**src/ilx_pkg.sv**
```systemverilog
// ilx_pkg: shared types, lane constants and status codes for the interleaved
// lehmer xor cipher unit. No dependencies.
`timescale 1ns / 1ps

package ilx_pkg;

  localparam int POSITION_BITS = 24;

  typedef logic [POSITION_BITS-1:0] pos_t;

  localparam pos_t POS_MAX        = '1;
  localparam pos_t SEED_WORDS     = pos_t'(4);
  localparam pos_t HDR_LO_POS     = pos_t'(4);
  localparam pos_t HDR_HI_POS     = pos_t'(5);
  localparam pos_t SHORT_LAST_POS = pos_t'(15);

  localparam logic [31:0] HEADER_BYTES = 32'd32;

  // modulus is 2^16 - fold, so 2^16 folds back as the small constant
  localparam logic [15:0] LANE_MOD  [4] = '{16'hFFA9, 16'hFF9D, 16'hFFF1, 16'hFFC7};
  localparam logic [15:0] LANE_MUL  [4] = '{16'h3DF3, 16'h1709, 16'hB381, 16'h747B};
  localparam logic [6:0]  LANE_FOLD [4] = '{7'h57, 7'h63, 7'h0F, 7'h39};

  typedef enum logic [1:0] {
    STATUS_OK            = 2'd0,
    STATUS_SIZE_MISMATCH = 2'd1,
    STATUS_TOO_SHORT     = 2'd2
  } status_t;

  typedef struct packed {
    logic [15:0] word;
    logic        last;
    logic [1:0]  lane;
    logic        seed;
    logic        hdr_lo;
    logic        hdr_hi;
    logic        too_short;
    logic        saturated;
    logic [31:0] expected;
  } item_t;

endpackage

```
**src/ilx_front.sv**
```systemverilog
// ilx_front: input side, tracks word position and lane phase and classifies
// each word into an ilx_pkg::item_t. Depends on ilx_pkg.
`timescale 1ns / 1ps

module ilx_front (
  input  logic           clk,
  input  logic           rst,
  input  logic           in_valid,
  output logic           in_stall,
  input  logic [15:0]    word_in,
  input  logic           last_in,
  output logic           push,
  output ilx_pkg::item_t push_item,
  input  logic           full
);

  ilx_pkg::pos_t pos;
  logic [1:0]    phase;

  assign in_stall = full;
  assign push     = in_valid && !full;

  always_ff @(posedge clk) begin
    if (rst) begin
      pos   <= '0;
      phase <= '0;
    end else if (push) begin
      if (last_in) begin
        pos   <= '0;
        phase <= '0;
      end else begin
        if (pos != ilx_pkg::POS_MAX) begin
          pos <= pos + ilx_pkg::pos_t'(1);
        end
        phase <= phase + 2'd1;
      end
    end
  end

  always_comb begin
    push_item.word      = word_in;
    push_item.last      = last_in;
    push_item.lane      = phase;
    push_item.seed      = pos < ilx_pkg::SEED_WORDS;
    push_item.hdr_lo    = pos == ilx_pkg::HDR_LO_POS;
    push_item.hdr_hi    = pos == ilx_pkg::HDR_HI_POS;
    push_item.too_short = pos < ilx_pkg::SHORT_LAST_POS;
    push_item.saturated = pos == ilx_pkg::POS_MAX;
    push_item.expected  = ((32'(pos) + 32'd1) << 1) - ilx_pkg::HEADER_BYTES;
  end

  a_phase_tracks_pos: assert property (@(posedge clk) disable iff (rst)
    (pos != ilx_pkg::POS_MAX) |-> (phase == pos[1:0]))
    else $error("lane phase out of step with position");

  a_last_restarts: assert property (@(posedge clk) disable iff (rst)
    (push && last_in) |=> (pos == '0 && phase == 2'd0))
    else $error("position not cleared after last word");

endmodule

```
**src/ilx_queue.sv**
```systemverilog
// ilx_queue: two-entry queue of classified items between front and back.
// Depends on ilx_pkg.
`timescale 1ns / 1ps

module ilx_queue (
  input  logic           clk,
  input  logic           rst,
  input  logic           push,
  input  ilx_pkg::item_t push_item,
  output logic           full,
  input  logic           pop,
  output logic           empty,
  output ilx_pkg::item_t head
);

  ilx_pkg::item_t entries [2];
  logic           wr_ptr;
  logic           rd_ptr;
  logic [1:0]     count;

  assign full  = count == 2'd2;
  assign empty = count == 2'd0;
  assign head  = entries[rd_ptr];

  always_ff @(posedge clk) begin
    if (rst) begin
      wr_ptr <= 1'b0;
      rd_ptr <= 1'b0;
      count  <= 2'd0;
    end else begin
      if (push) begin
        wr_ptr <= !wr_ptr;
      end
      if (pop) begin
        rd_ptr <= !rd_ptr;
      end
      if (push && !pop) begin
        count <= count + 2'd1;
      end else if (pop && !push) begin
        count <= count - 2'd1;
      end
    end
  end

  always_ff @(posedge clk) begin
    if (push) begin
      entries[wr_ptr] <= push_item;
    end
  end

  a_count_range: assert property (@(posedge clk) disable iff (rst)
    count != 2'd3)
    else $error("queue count overflow");

  a_push_fills: assert property (@(posedge clk) disable iff (rst)
    (push && !pop) |=> !empty)
    else $error("queue empty after push");

endmodule

```
**src/ilx_back.sv**
```systemverilog
// ilx_back: key pipeline (multiply, fold, fold and reduce), xor, header size
// and status, with the output register. Depends on ilx_pkg.
`timescale 1ns / 1ps

module ilx_back (
  input  logic           clk,
  input  logic           rst,
  input  logic           empty,
  input  ilx_pkg::item_t head,
  output logic           pop,
  output logic           out_valid,
  input  logic           out_stall,
  output logic [15:0]    word_out,
  output logic           last_out,
  output logic [1:0]     status
);

  logic [15:0]      lane_keys [4];
  logic [31:0]      header_size;

  logic             s1_valid;
  ilx_pkg::item_t   s1_item;
  logic [31:0]      s1_prod;
  logic             s2_valid;
  ilx_pkg::item_t   s2_item;
  logic [23:0]      s2_fold;

  logic             enable;
  logic [15:0]      key_rd;
  logic [31:0]      prod;
  logic [23:0]      fold1;
  logic [16:0]      fold2;
  logic [15:0]      key_new;
  logic [15:0]      result;
  ilx_pkg::status_t status_next;

  assign enable = !out_valid || !out_stall;
  assign pop    = enable && !empty;

  // stage 1: key times lane multiplier
  assign key_rd = lane_keys[head.lane];
  assign prod   = 32'(key_rd) * 32'(ilx_pkg::LANE_MUL[head.lane]);

  // stage 2: fold high half back in
  assign fold1 = 24'(s1_prod[31:16]) * 24'(ilx_pkg::LANE_FOLD[s1_item.lane])
               + 24'(s1_prod[15:0]);

  // stage 3: second fold, final subtract, xor and status
  always_comb begin
    fold2 = 17'(s2_fold[23:16]) * 17'(ilx_pkg::LANE_FOLD[s2_item.lane])
          + 17'(s2_fold[15:0]);
    if (s2_item.seed) begin
      key_new = (s2_item.word != 16'd0) ? s2_item.word : ilx_pkg::LANE_MOD[s2_item.lane];
      result  = s2_item.word;
    end else begin
      if (fold2 >= 17'(ilx_pkg::LANE_MOD[s2_item.lane])) begin
        key_new = 16'(fold2 - 17'(ilx_pkg::LANE_MOD[s2_item.lane]));
      end else begin
        key_new = fold2[15:0];
      end
      result = s2_item.word ^ key_new;
    end
    priority if (!s2_item.last) begin
      status_next = ilx_pkg::STATUS_OK;
    end else if (s2_item.too_short) begin
      status_next = ilx_pkg::STATUS_TOO_SHORT;
    end else if (s2_item.saturated) begin
      status_next = ilx_pkg::STATUS_SIZE_MISMATCH;
    end else if (header_size != s2_item.expected) begin
      status_next = ilx_pkg::STATUS_SIZE_MISMATCH;
    end else begin
      status_next = ilx_pkg::STATUS_OK;
    end
  end

  always_ff @(posedge clk) begin
    if (rst) begin
      s1_valid  <= 1'b0;
      s2_valid  <= 1'b0;
      out_valid <= 1'b0;
    end else if (enable) begin
      s1_valid  <= !empty;
      s2_valid  <= s1_valid;
      out_valid <= s2_valid;
    end
  end

  always_ff @(posedge clk) begin
    if (enable) begin
      s1_item  <= head;
      s1_prod  <= prod;
      s2_item  <= s1_item;
      s2_fold  <= fold1;
      word_out <= result;
      last_out <= s2_item.last;
      status   <= status_next;
      if (s2_valid) begin
        lane_keys[s2_item.lane] <= key_new;
        if (s2_item.hdr_lo) begin
          header_size[15:0] <= result;
        end
        if (s2_item.hdr_hi) begin
          header_size[31:16] <= result;
        end
      end
    end
  end

  a_key_reduced: assert property (@(posedge clk) disable iff (rst)
    (s2_valid && !s2_item.seed) |-> (key_new < ilx_pkg::LANE_MOD[s2_item.lane]))
    else $error("lane key not reduced below modulus");

  a_status_only_on_last: assert property (@(posedge clk) disable iff (rst)
    (out_valid && !last_out) |-> (status == ilx_pkg::STATUS_OK))
    else $error("status set on a word that is not last");

endmodule

```
**src/interleaved_lehmer_xor_cipher_unit.sv**
```systemverilog
// interleaved_lehmer_xor_cipher_unit: top level, joins front, queue and back.
// Depends on ilx_pkg, ilx_front, ilx_queue, ilx_back.
//
//   channel  | handshake            | fields
//   ---------+----------------------+---------------------------
//   input    | in_valid / in_stall  | word_in, last_in
//   output   | out_valid / out_stall| word_out, last_out, status
//
// one word per cycle sustained while the output is not stalled; a word
// passes its queue entry, then the three-stage lane key pipeline (multiply,
// fold, fold and reduce) with each lane key reused every fourth word
// rst clears position, phase, queue and pipeline valids
// output stall freezes the pipeline; the two-entry queue absorbs input
`timescale 1ns / 1ps

module interleaved_lehmer_xor_cipher_unit (
  input  logic        clk,
  input  logic        rst,
  input  logic        in_valid,
  output logic        in_stall,
  input  logic [15:0] word_in,
  input  logic        last_in,
  output logic        out_valid,
  input  logic        out_stall,
  output logic [15:0] word_out,
  output logic        last_out,
  output logic [1:0]  status
);

  logic           push;
  ilx_pkg::item_t push_item;
  logic           full;
  logic           pop;
  logic           empty;
  ilx_pkg::item_t head;

  ilx_front u_front (
    .clk       (clk),
    .rst       (rst),
    .in_valid  (in_valid),
    .in_stall  (in_stall),
    .word_in   (word_in),
    .last_in   (last_in),
    .push      (push),
    .push_item (push_item),
    .full      (full)
  );

  ilx_queue u_queue (
    .clk       (clk),
    .rst       (rst),
    .push      (push),
    .push_item (push_item),
    .full      (full),
    .pop       (pop),
    .empty     (empty),
    .head      (head)
  );

  ilx_back u_back (
    .clk       (clk),
    .rst       (rst),
    .empty     (empty),
    .head      (head),
    .pop       (pop),
    .out_valid (out_valid),
    .out_stall (out_stall),
    .word_out  (word_out),
    .last_out  (last_out),
    .status    (status)
  );

endmodule

```
**config.mk**
```make
export PLATFORM = sky130hd
export DESIGN_NAME = interleaved_lehmer_xor_cipher_unit
export DESIGN_NICKNAME = d
export VERILOG_FILES = /design/src/ilx_pkg.sv /design/src/ilx_front.sv /design/src/ilx_queue.sv /design/src/ilx_back.sv /design/src/interleaved_lehmer_xor_cipher_unit.sv
export SDC_FILE = /design/constraint.sdc
export NUM_CORES = 2
export LEC_CHECK = 0
export ABC_AREA = 0
export ABC_CLOCK_PERIOD_IN_PS = 10300
export BUFFER_PORTS_ARGS = -buffer_cell sky130_fd_sc_hd__buf_2
export CAP_MARGIN = 40
export CORE_UTILIZATION = 30
export DETAILED_ROUTE_END_ITERATION = 8
export HOLD_SLACK_MARGIN = 0.1
export PLACE_DENSITY = 0.46
export SYNTH_ARGS = -nofsm -noshare
export SYNTH_HDL_FRONTEND = slang
export SYNTH_SLANG_ARGS = --single-unit
```
**constraint.sdc**
```tcl
create_clock -name clk -period 10.3 [get_ports clk]
set_input_delay 3.09 -clock clk [delete_from_list [all_inputs] [get_ports clk]]
set_output_delay 3.09 -clock clk [all_outputs]
set_load 0.01 [all_outputs]
```
Word level (Yosys, flattened, before mapping)
Memory sizes are Yosys's and may differ from the RTL's. A register that Yosys moved wholly into a read port is not among the register bits.
Index checks and enable logic that the tools add are counted.
{ "word_totals": {"regBits": 252, "latch_bits": 0, "ram_bits": 176, "mem_bits_ro": 0, "inputBits": 21, "out_inout_bits": 21, "memories": 2} }
{ "classes": {"add_sub_neg": 9, "mul": 3, "n_div": 0, "magnitude_cmp": 6, "n_eq_ne": 6, "shifts": 0, "n_mux": 32, "bitwise_logic": 5, "n_reduce_logical": 21} }
{ "memory_table": {"columns": ["name", "words", "word_bits", "read_ports", "rd_clocked_by_memory_dff", "wr", "line_no", "rtl"], "rows": [
  ["u_queue.entries", 2, 56, 1, 1, 1, "ilx_queue.sv:16", "ilx_pkg::item_t entries [2];"],
  ["u_back.lane_keys", 4, 16, 1, 0, 1, "ilx_back.sv:18", "logic [15:0] lane_keys [4];"]
]} }
{ "ops": {"columns": ["cell", "count"], "rows": [
  ["two-way mux 16 bit", 9],
  ["binary-select mux 16 bit (select 2 bit)", 2],
  ["== test 24 x 3 -> 1 bit (second input constant)", 2],
  ["two-way mux 24 bit", 2],
  ["multiplier 16 x 16 -> 32 bit", 1],
  ["inequality test 32 bit", 1],
  ["subtractor 32 x 6 -> 32 bit (second input constant)", 1],
  ["binary-select mux 7 bit (select 2 bit)", 2],
  ["two-way mux 7 bit", 4],
  ["adder 24 x 1 -> 25 bit (second input constant)", 1],
  ["adder 23 x 16 -> 24 bit", 1],
  ["adder 24 x 1 -> 24 bit (second input constant)", 1],
  ["== test 24 bit (second input constant)", 1],
  ["< comparator 24 x 3 -> 1 bit (second input constant)", 1],
  ["< comparator 24 x 4 -> 1 bit (second input constant)", 1],
  ["inequality test 24 bit (second input constant)", 1],
  ["multiplier 16 x 7 -> 23 bit", 1],
  ["adder 15 x 16 -> 17 bit", 1],
  [">= comparator 17 x 16 -> 1 bit", 1],
  ["nonzero test 16 bit", 1],
  ["subtractor 16 bit", 1],
  ["XOR 16 bit", 1],
  ["multiplier 8 x 7 -> 15 bit", 1],
  ["two-way mux 2 bit", 5],
  ["other kinds (15)", 39]
]} }

Depth between registers and ports, before layout
{ "depth": {"depth_word": 11, "mapped_depth": 32, "mapped_depth_nobuf": 30} }

Cells and area by module
Synthesis repeated with hierarchy kept, for this count alone.
{ "hier_totals": {"cells_unflattened": 2700, "area_unflattened_um2": 31495.2} }
{ "by_module_without_submodules": {"columns": ["module", "instances", "cells_per_inst", "area_each_um2", "seq_area_each_um2"], "rows": [
  ["ilx_back", 1, 2155, 24681.2, 8558.2],
  ["ilx_queue", 1, 196, 4259.1, 3463.3],
  ["ilx_front", 1, 349, 2555.0, 520.5]
]} }

Worst setup path before layout
OpenSTA, ideal clock, no wires.
{ "synth_path": {"path_type": "input to register", "start": "in out_stall", "end": "reg u_queue.count[1]", "setup_ns": 0.070, "t_arrival_ns": 9.183, "required_ns": 10.230, "setup_slack_ns": 1.046, "path_stages": 5, "n_path_buf": 0, "cell_sequence": "nand2_1 -> o21ai_0 -> ha_1 -> or3_1 -> a21oi_1"} }
{ "synth_between": {"elab_chain_len": 6} }
{ "synth_rtl": {"columns": ["item", "line_no", "rtl"], "rows": [
  ["from (decl)", "interleaved_lehmer_xor_cipher_unit.sv:24", "input logic out_stall,"],
  ["logical NOT 1 bit *", "ilx_back.sv:37", "assign enable = !out_valid || !out_stall;"],
  ["logical OR 1 bit *", "ilx_back.sv:37", null],
  ["logical AND 1 bit *", "ilx_back.sv:38", "assign pop = enable && !empty;"],
  ["logical NOT 1 bit", "ilx_queue.sv:37", "if (push && !pop) begin"],
  ["logical AND 1 bit", "ilx_queue.sv:37", null],
  ["two-way mux 2 bit or nonzero test 2 bit (tied branches)", null, null],
  ["to (signal assigned)", "ilx_queue.sv:38", "count <= count + 2'd1;"],
  ["to (signal assigned)", "ilx_queue.sv:40", "count <= count - 2'd1;"],
  ["to (decl)", "ilx_queue.sv:19", "logic [1:0] count;"]
]} }
Every way passes the cells marked *; elsewhere a longest branch is shown, timed or not.
A chain may end at the register's enable or synchronous reset.

==> summary.txt <==
Setup path
  • R2r setup slk: 2.06 ns
  • Crit path arrival time: 8.58 ns
  • Setup CP Type: reg -> reg
  • R2R cell count: 27
  • R2R Path End: u_back.s1_prod[31]
  • Crit path max fanout: 27
  • Critical path endpoint category: flop
  • CP Launch Type: flop
  • Critical Path RT: 10.63 ns

Job
  • Total of max-cap violations: 0

Routing
  • Drt pass-1 iters: 5
  • Drt drc: 0
  • DRT iter0 DRCs: 1,123
  • Routed WL: 73,400 um
  • Number of routed nets with antenna violations: 0
  • Via count: 18,700
  • DR vias/cell: 4.53
  • Routed len/inst: 17.7 um

Synth
  • Sequential share of the synthesized area: 40.3%
  • Ys Warns: 0
  • Area contributors post-synth: edfxtp_1, fa_1, ha_1
  • Synth Area in Simple Gates: 10.5%
  • Count leader, synth: inv_1
  • Dominant synthesized flop cell: edfxtp_1
  • Post-synth EDFFs: 391
  • Top post-synthesis cells by count: inv_1, edfxtp_1, fa_1, ha_1, nor2_1
  • Post-Synth XOR/XNOR Area: 4.27%
  • Syn Area/Cell: 11.5 um2
  • Dominant cell type by area after synthesis: edfxtp_1
  • Largest family of logic cells by synthesized area: adder cells
  • #FFs+latches synth: 425
  • Top-area cell type share of the netlist area: 38.1%
  • Mapped Cells: 2,682
  • Async set or reset register ratio after synthesis: 0%
  • Post-synthesis compound-gate area fraction: 5.50%
  • Synthesized net count: 3,237
  • Synth cell types: 68
  • Synth Area in Adders: 29.2%
  • Post-synthesis mux area share: 3.63%
  • Cell area after synthesis: 30,800 um2

STA
  • PnR worst setup slack: 2.06 ns
  • Endpoints failing setup: 0
  • Worst relative slew slack: 37.4%
  • Sum Neg Setup Slack: 0 ns
  • RSZ-0062 raised after global routing: no
  • Peak Freq: 0.121 GHz
  • Pins over their slew limit: 0
  • Worst-margin pin slew: 0.935 ns
  • Crit share post-route: 80.0%
  • Clock Skews: 0.0387 ns
  • Min cycle time layout: 8.24 ns
  • Final hold vios: 0

Clocking
  • H-tree depth: 2
  • Post-CTS Resized: 0
  • Worst skew pair latency: 0.61 ns
  • Sink Count: 425
  • Reg clk slew, reported paths: 0.07 ns
  • Setup bufs post-CTS: 0
  • CTS root buffer: clkbuf_16
  • CTS tree: yes
  • CTS buffer count: 50
  • Hold Buf Count CTS: 0
  • Longest Clk Path Bufs: 3

Global route
  • Grt ovf: 0
  • Met1 GRT Util: 20.7%
  • Tot GR Track Use: 14.4%
  • First-pass GRT wire length: 116,000 um
  • Initial antenna violation count: 0
  • Busiest layer in global routing: met2
  • Largest net degree at the start of global routing: 69
  • Met2 Usage GRT: 23.3%
  • GR Util met3: 1.70%
  • Number of global-route vias before repair: 19,900

Placement
  • Post-DP HPWL: 57,500 um
  • Pre-CTS WS: 2.05 ns
  • Port Buffers: 41
  • Final GP Congestion: 0.896

Hold path
  • Worst Hold End: u_back.s2_item[7]
  • Hold Crit Class: reg -> reg
  • Worst Hold Launch: u_back.s1_item[7]
  • Hold path cells: 0

Floorplanning
  • Rows: 117
  • Chip Height: 322 um
  • IO Pins: 42
  • Starting Density: 30.3%
  • Core Area: 102,000 um2
  • Die width: 322 um
  • Die area: 104,000 um2

Layout
  • Layout area overhead: 11.9%
  • Filler instances: 10,200
  • Nets: 3,285
  • Ant diodes: 0
  • Layout cells sized above 1: 8.13%

Outcome
  • Outcome: completed
==> stage by stage <==
step                instances  area, um2  util, %  hold WS (ns)
detailed placement       4046      32800     32.2         0.405
global route             4136      34500     33.9         0.422
global placement         4034      32600     32.0         0.403
floorplan                2682      30800        -         0.400
finish                   4136      34500     33.9         0.414
CTS                      4136      34500     33.9         0.417
==> cell families after synthesis <==
| logic type | after synthesis |
|---|---|
| buf+inv | 535 |
| simple gates | 662 |
| flops | 425 |
| fa+ha+maj | 534 |
| xor+xnor | 150 |
| compound gates | 271 |
| mux | 105 |
==> layout by cell type (no fill, tap or decap), types with 29 or more instances in the layout <==
master     netlist  final
buf_2            6     41
dfxtp_1         34     33
clkbuf_16        0     50
fa_1           307    307
nor2_1         185    183
nor2b_1         34     34
xnor2_1         80     80
ha_1           227    227
mux2_2          53     53
o21ai_0         66     66
nand2b_1        71     71
xor2_1          70     70
a21oi_1         90     90
and2_1          45     45
nand3_1         29     29
mux2i_1         52     50
nand2_1        174    173
edfxtp_1       391    391
inv_1          458    458
==> state kept, by name (all words and copies together) (netlist names), 16 cells and up, named ones only <==
| name | flops |
|---|---|
| u_back.header_size | 32 |
| u_back.lane_keys | 64 |
| u_back.s1_item | 55 |
| u_back.s1_prod | 32 |
| u_back.s2_fold | 24 |
| u_back.s2_item | 55 |
| u_back.word_out | 16 |
| u_front.pos | 24 |
| u_queue.entries | 110 |
==> routing by layer <==
| layer | vias to the layer above | wire length, um | part of all wire, % |
|---|---|---|---|
| met1 | 9466 | 36500 | 50 |
| met2 | 267 | 33500 | 46 |
| li1 | 8947 | - | - |
| met4 | 0 | 1120 | 1.5 |
| met3 | 68 | 2240 | 3.0 |
| met5 | - | 0 | 0 |
==> critical path, cell delays in order, from the launching register on <==
cell and delay, ns:
dfxtp_2 0.40, mux2i_4 0.55, buf_4 0.29, buf_4 0.33, nand2_1 0.07, and2_1 0.30
nand2b_1 0.28, fa_1 0.47, fa_1 0.55, inv_1 0.05, fa_1 0.51, inv_1 0.05
fa_1 0.48, inv_1 0.06, fa_1 0.53, inv_1 0.05, fa_1 0.53, inv_1 0.04
ha_1 0.38, o21ai_0 0.14, o21ai_0 0.29, a41oi_1 0.18, o21bai_1 0.29, o21ai_0 0.15
a21boi_0 0.28, o2111ai_1 0.21, a221oi_1 0.36, xnor2_1 0.13
==> worst max path at each step <==
stage	start	cells after the start	to	slack [ns]
floorplan	out_stall	5	u_queue.count[1]	1.05
global placement	flop	24	u_back.s1_prod[31]	2.04
detailed placement	flop	27	u_back.s1_prod[31]	2.05
CTS	flop	27	u_back.s1_prod[31]	2.02
global route	flop	26	u_back.s1_prod[31]	1.54
finish	flop	27	u_back.s1_prod[31]	2.06
==> cell type report <==
cell class,count,area (um2),area share (%)
timing repair buffer,72,556,1.61
inverter,459,1720,5.00
clock buffer,61,1350,3.92
sequential,425,12400,36.0
tap,1368,1710,4.97
multi-input combinational,1722,16400,47.6
clock inverter,29,310,0.900
Power is left out: the tool's default activity adds up to more than one toggle a clock period on the data nets, which glitch-free logic cannot reach.
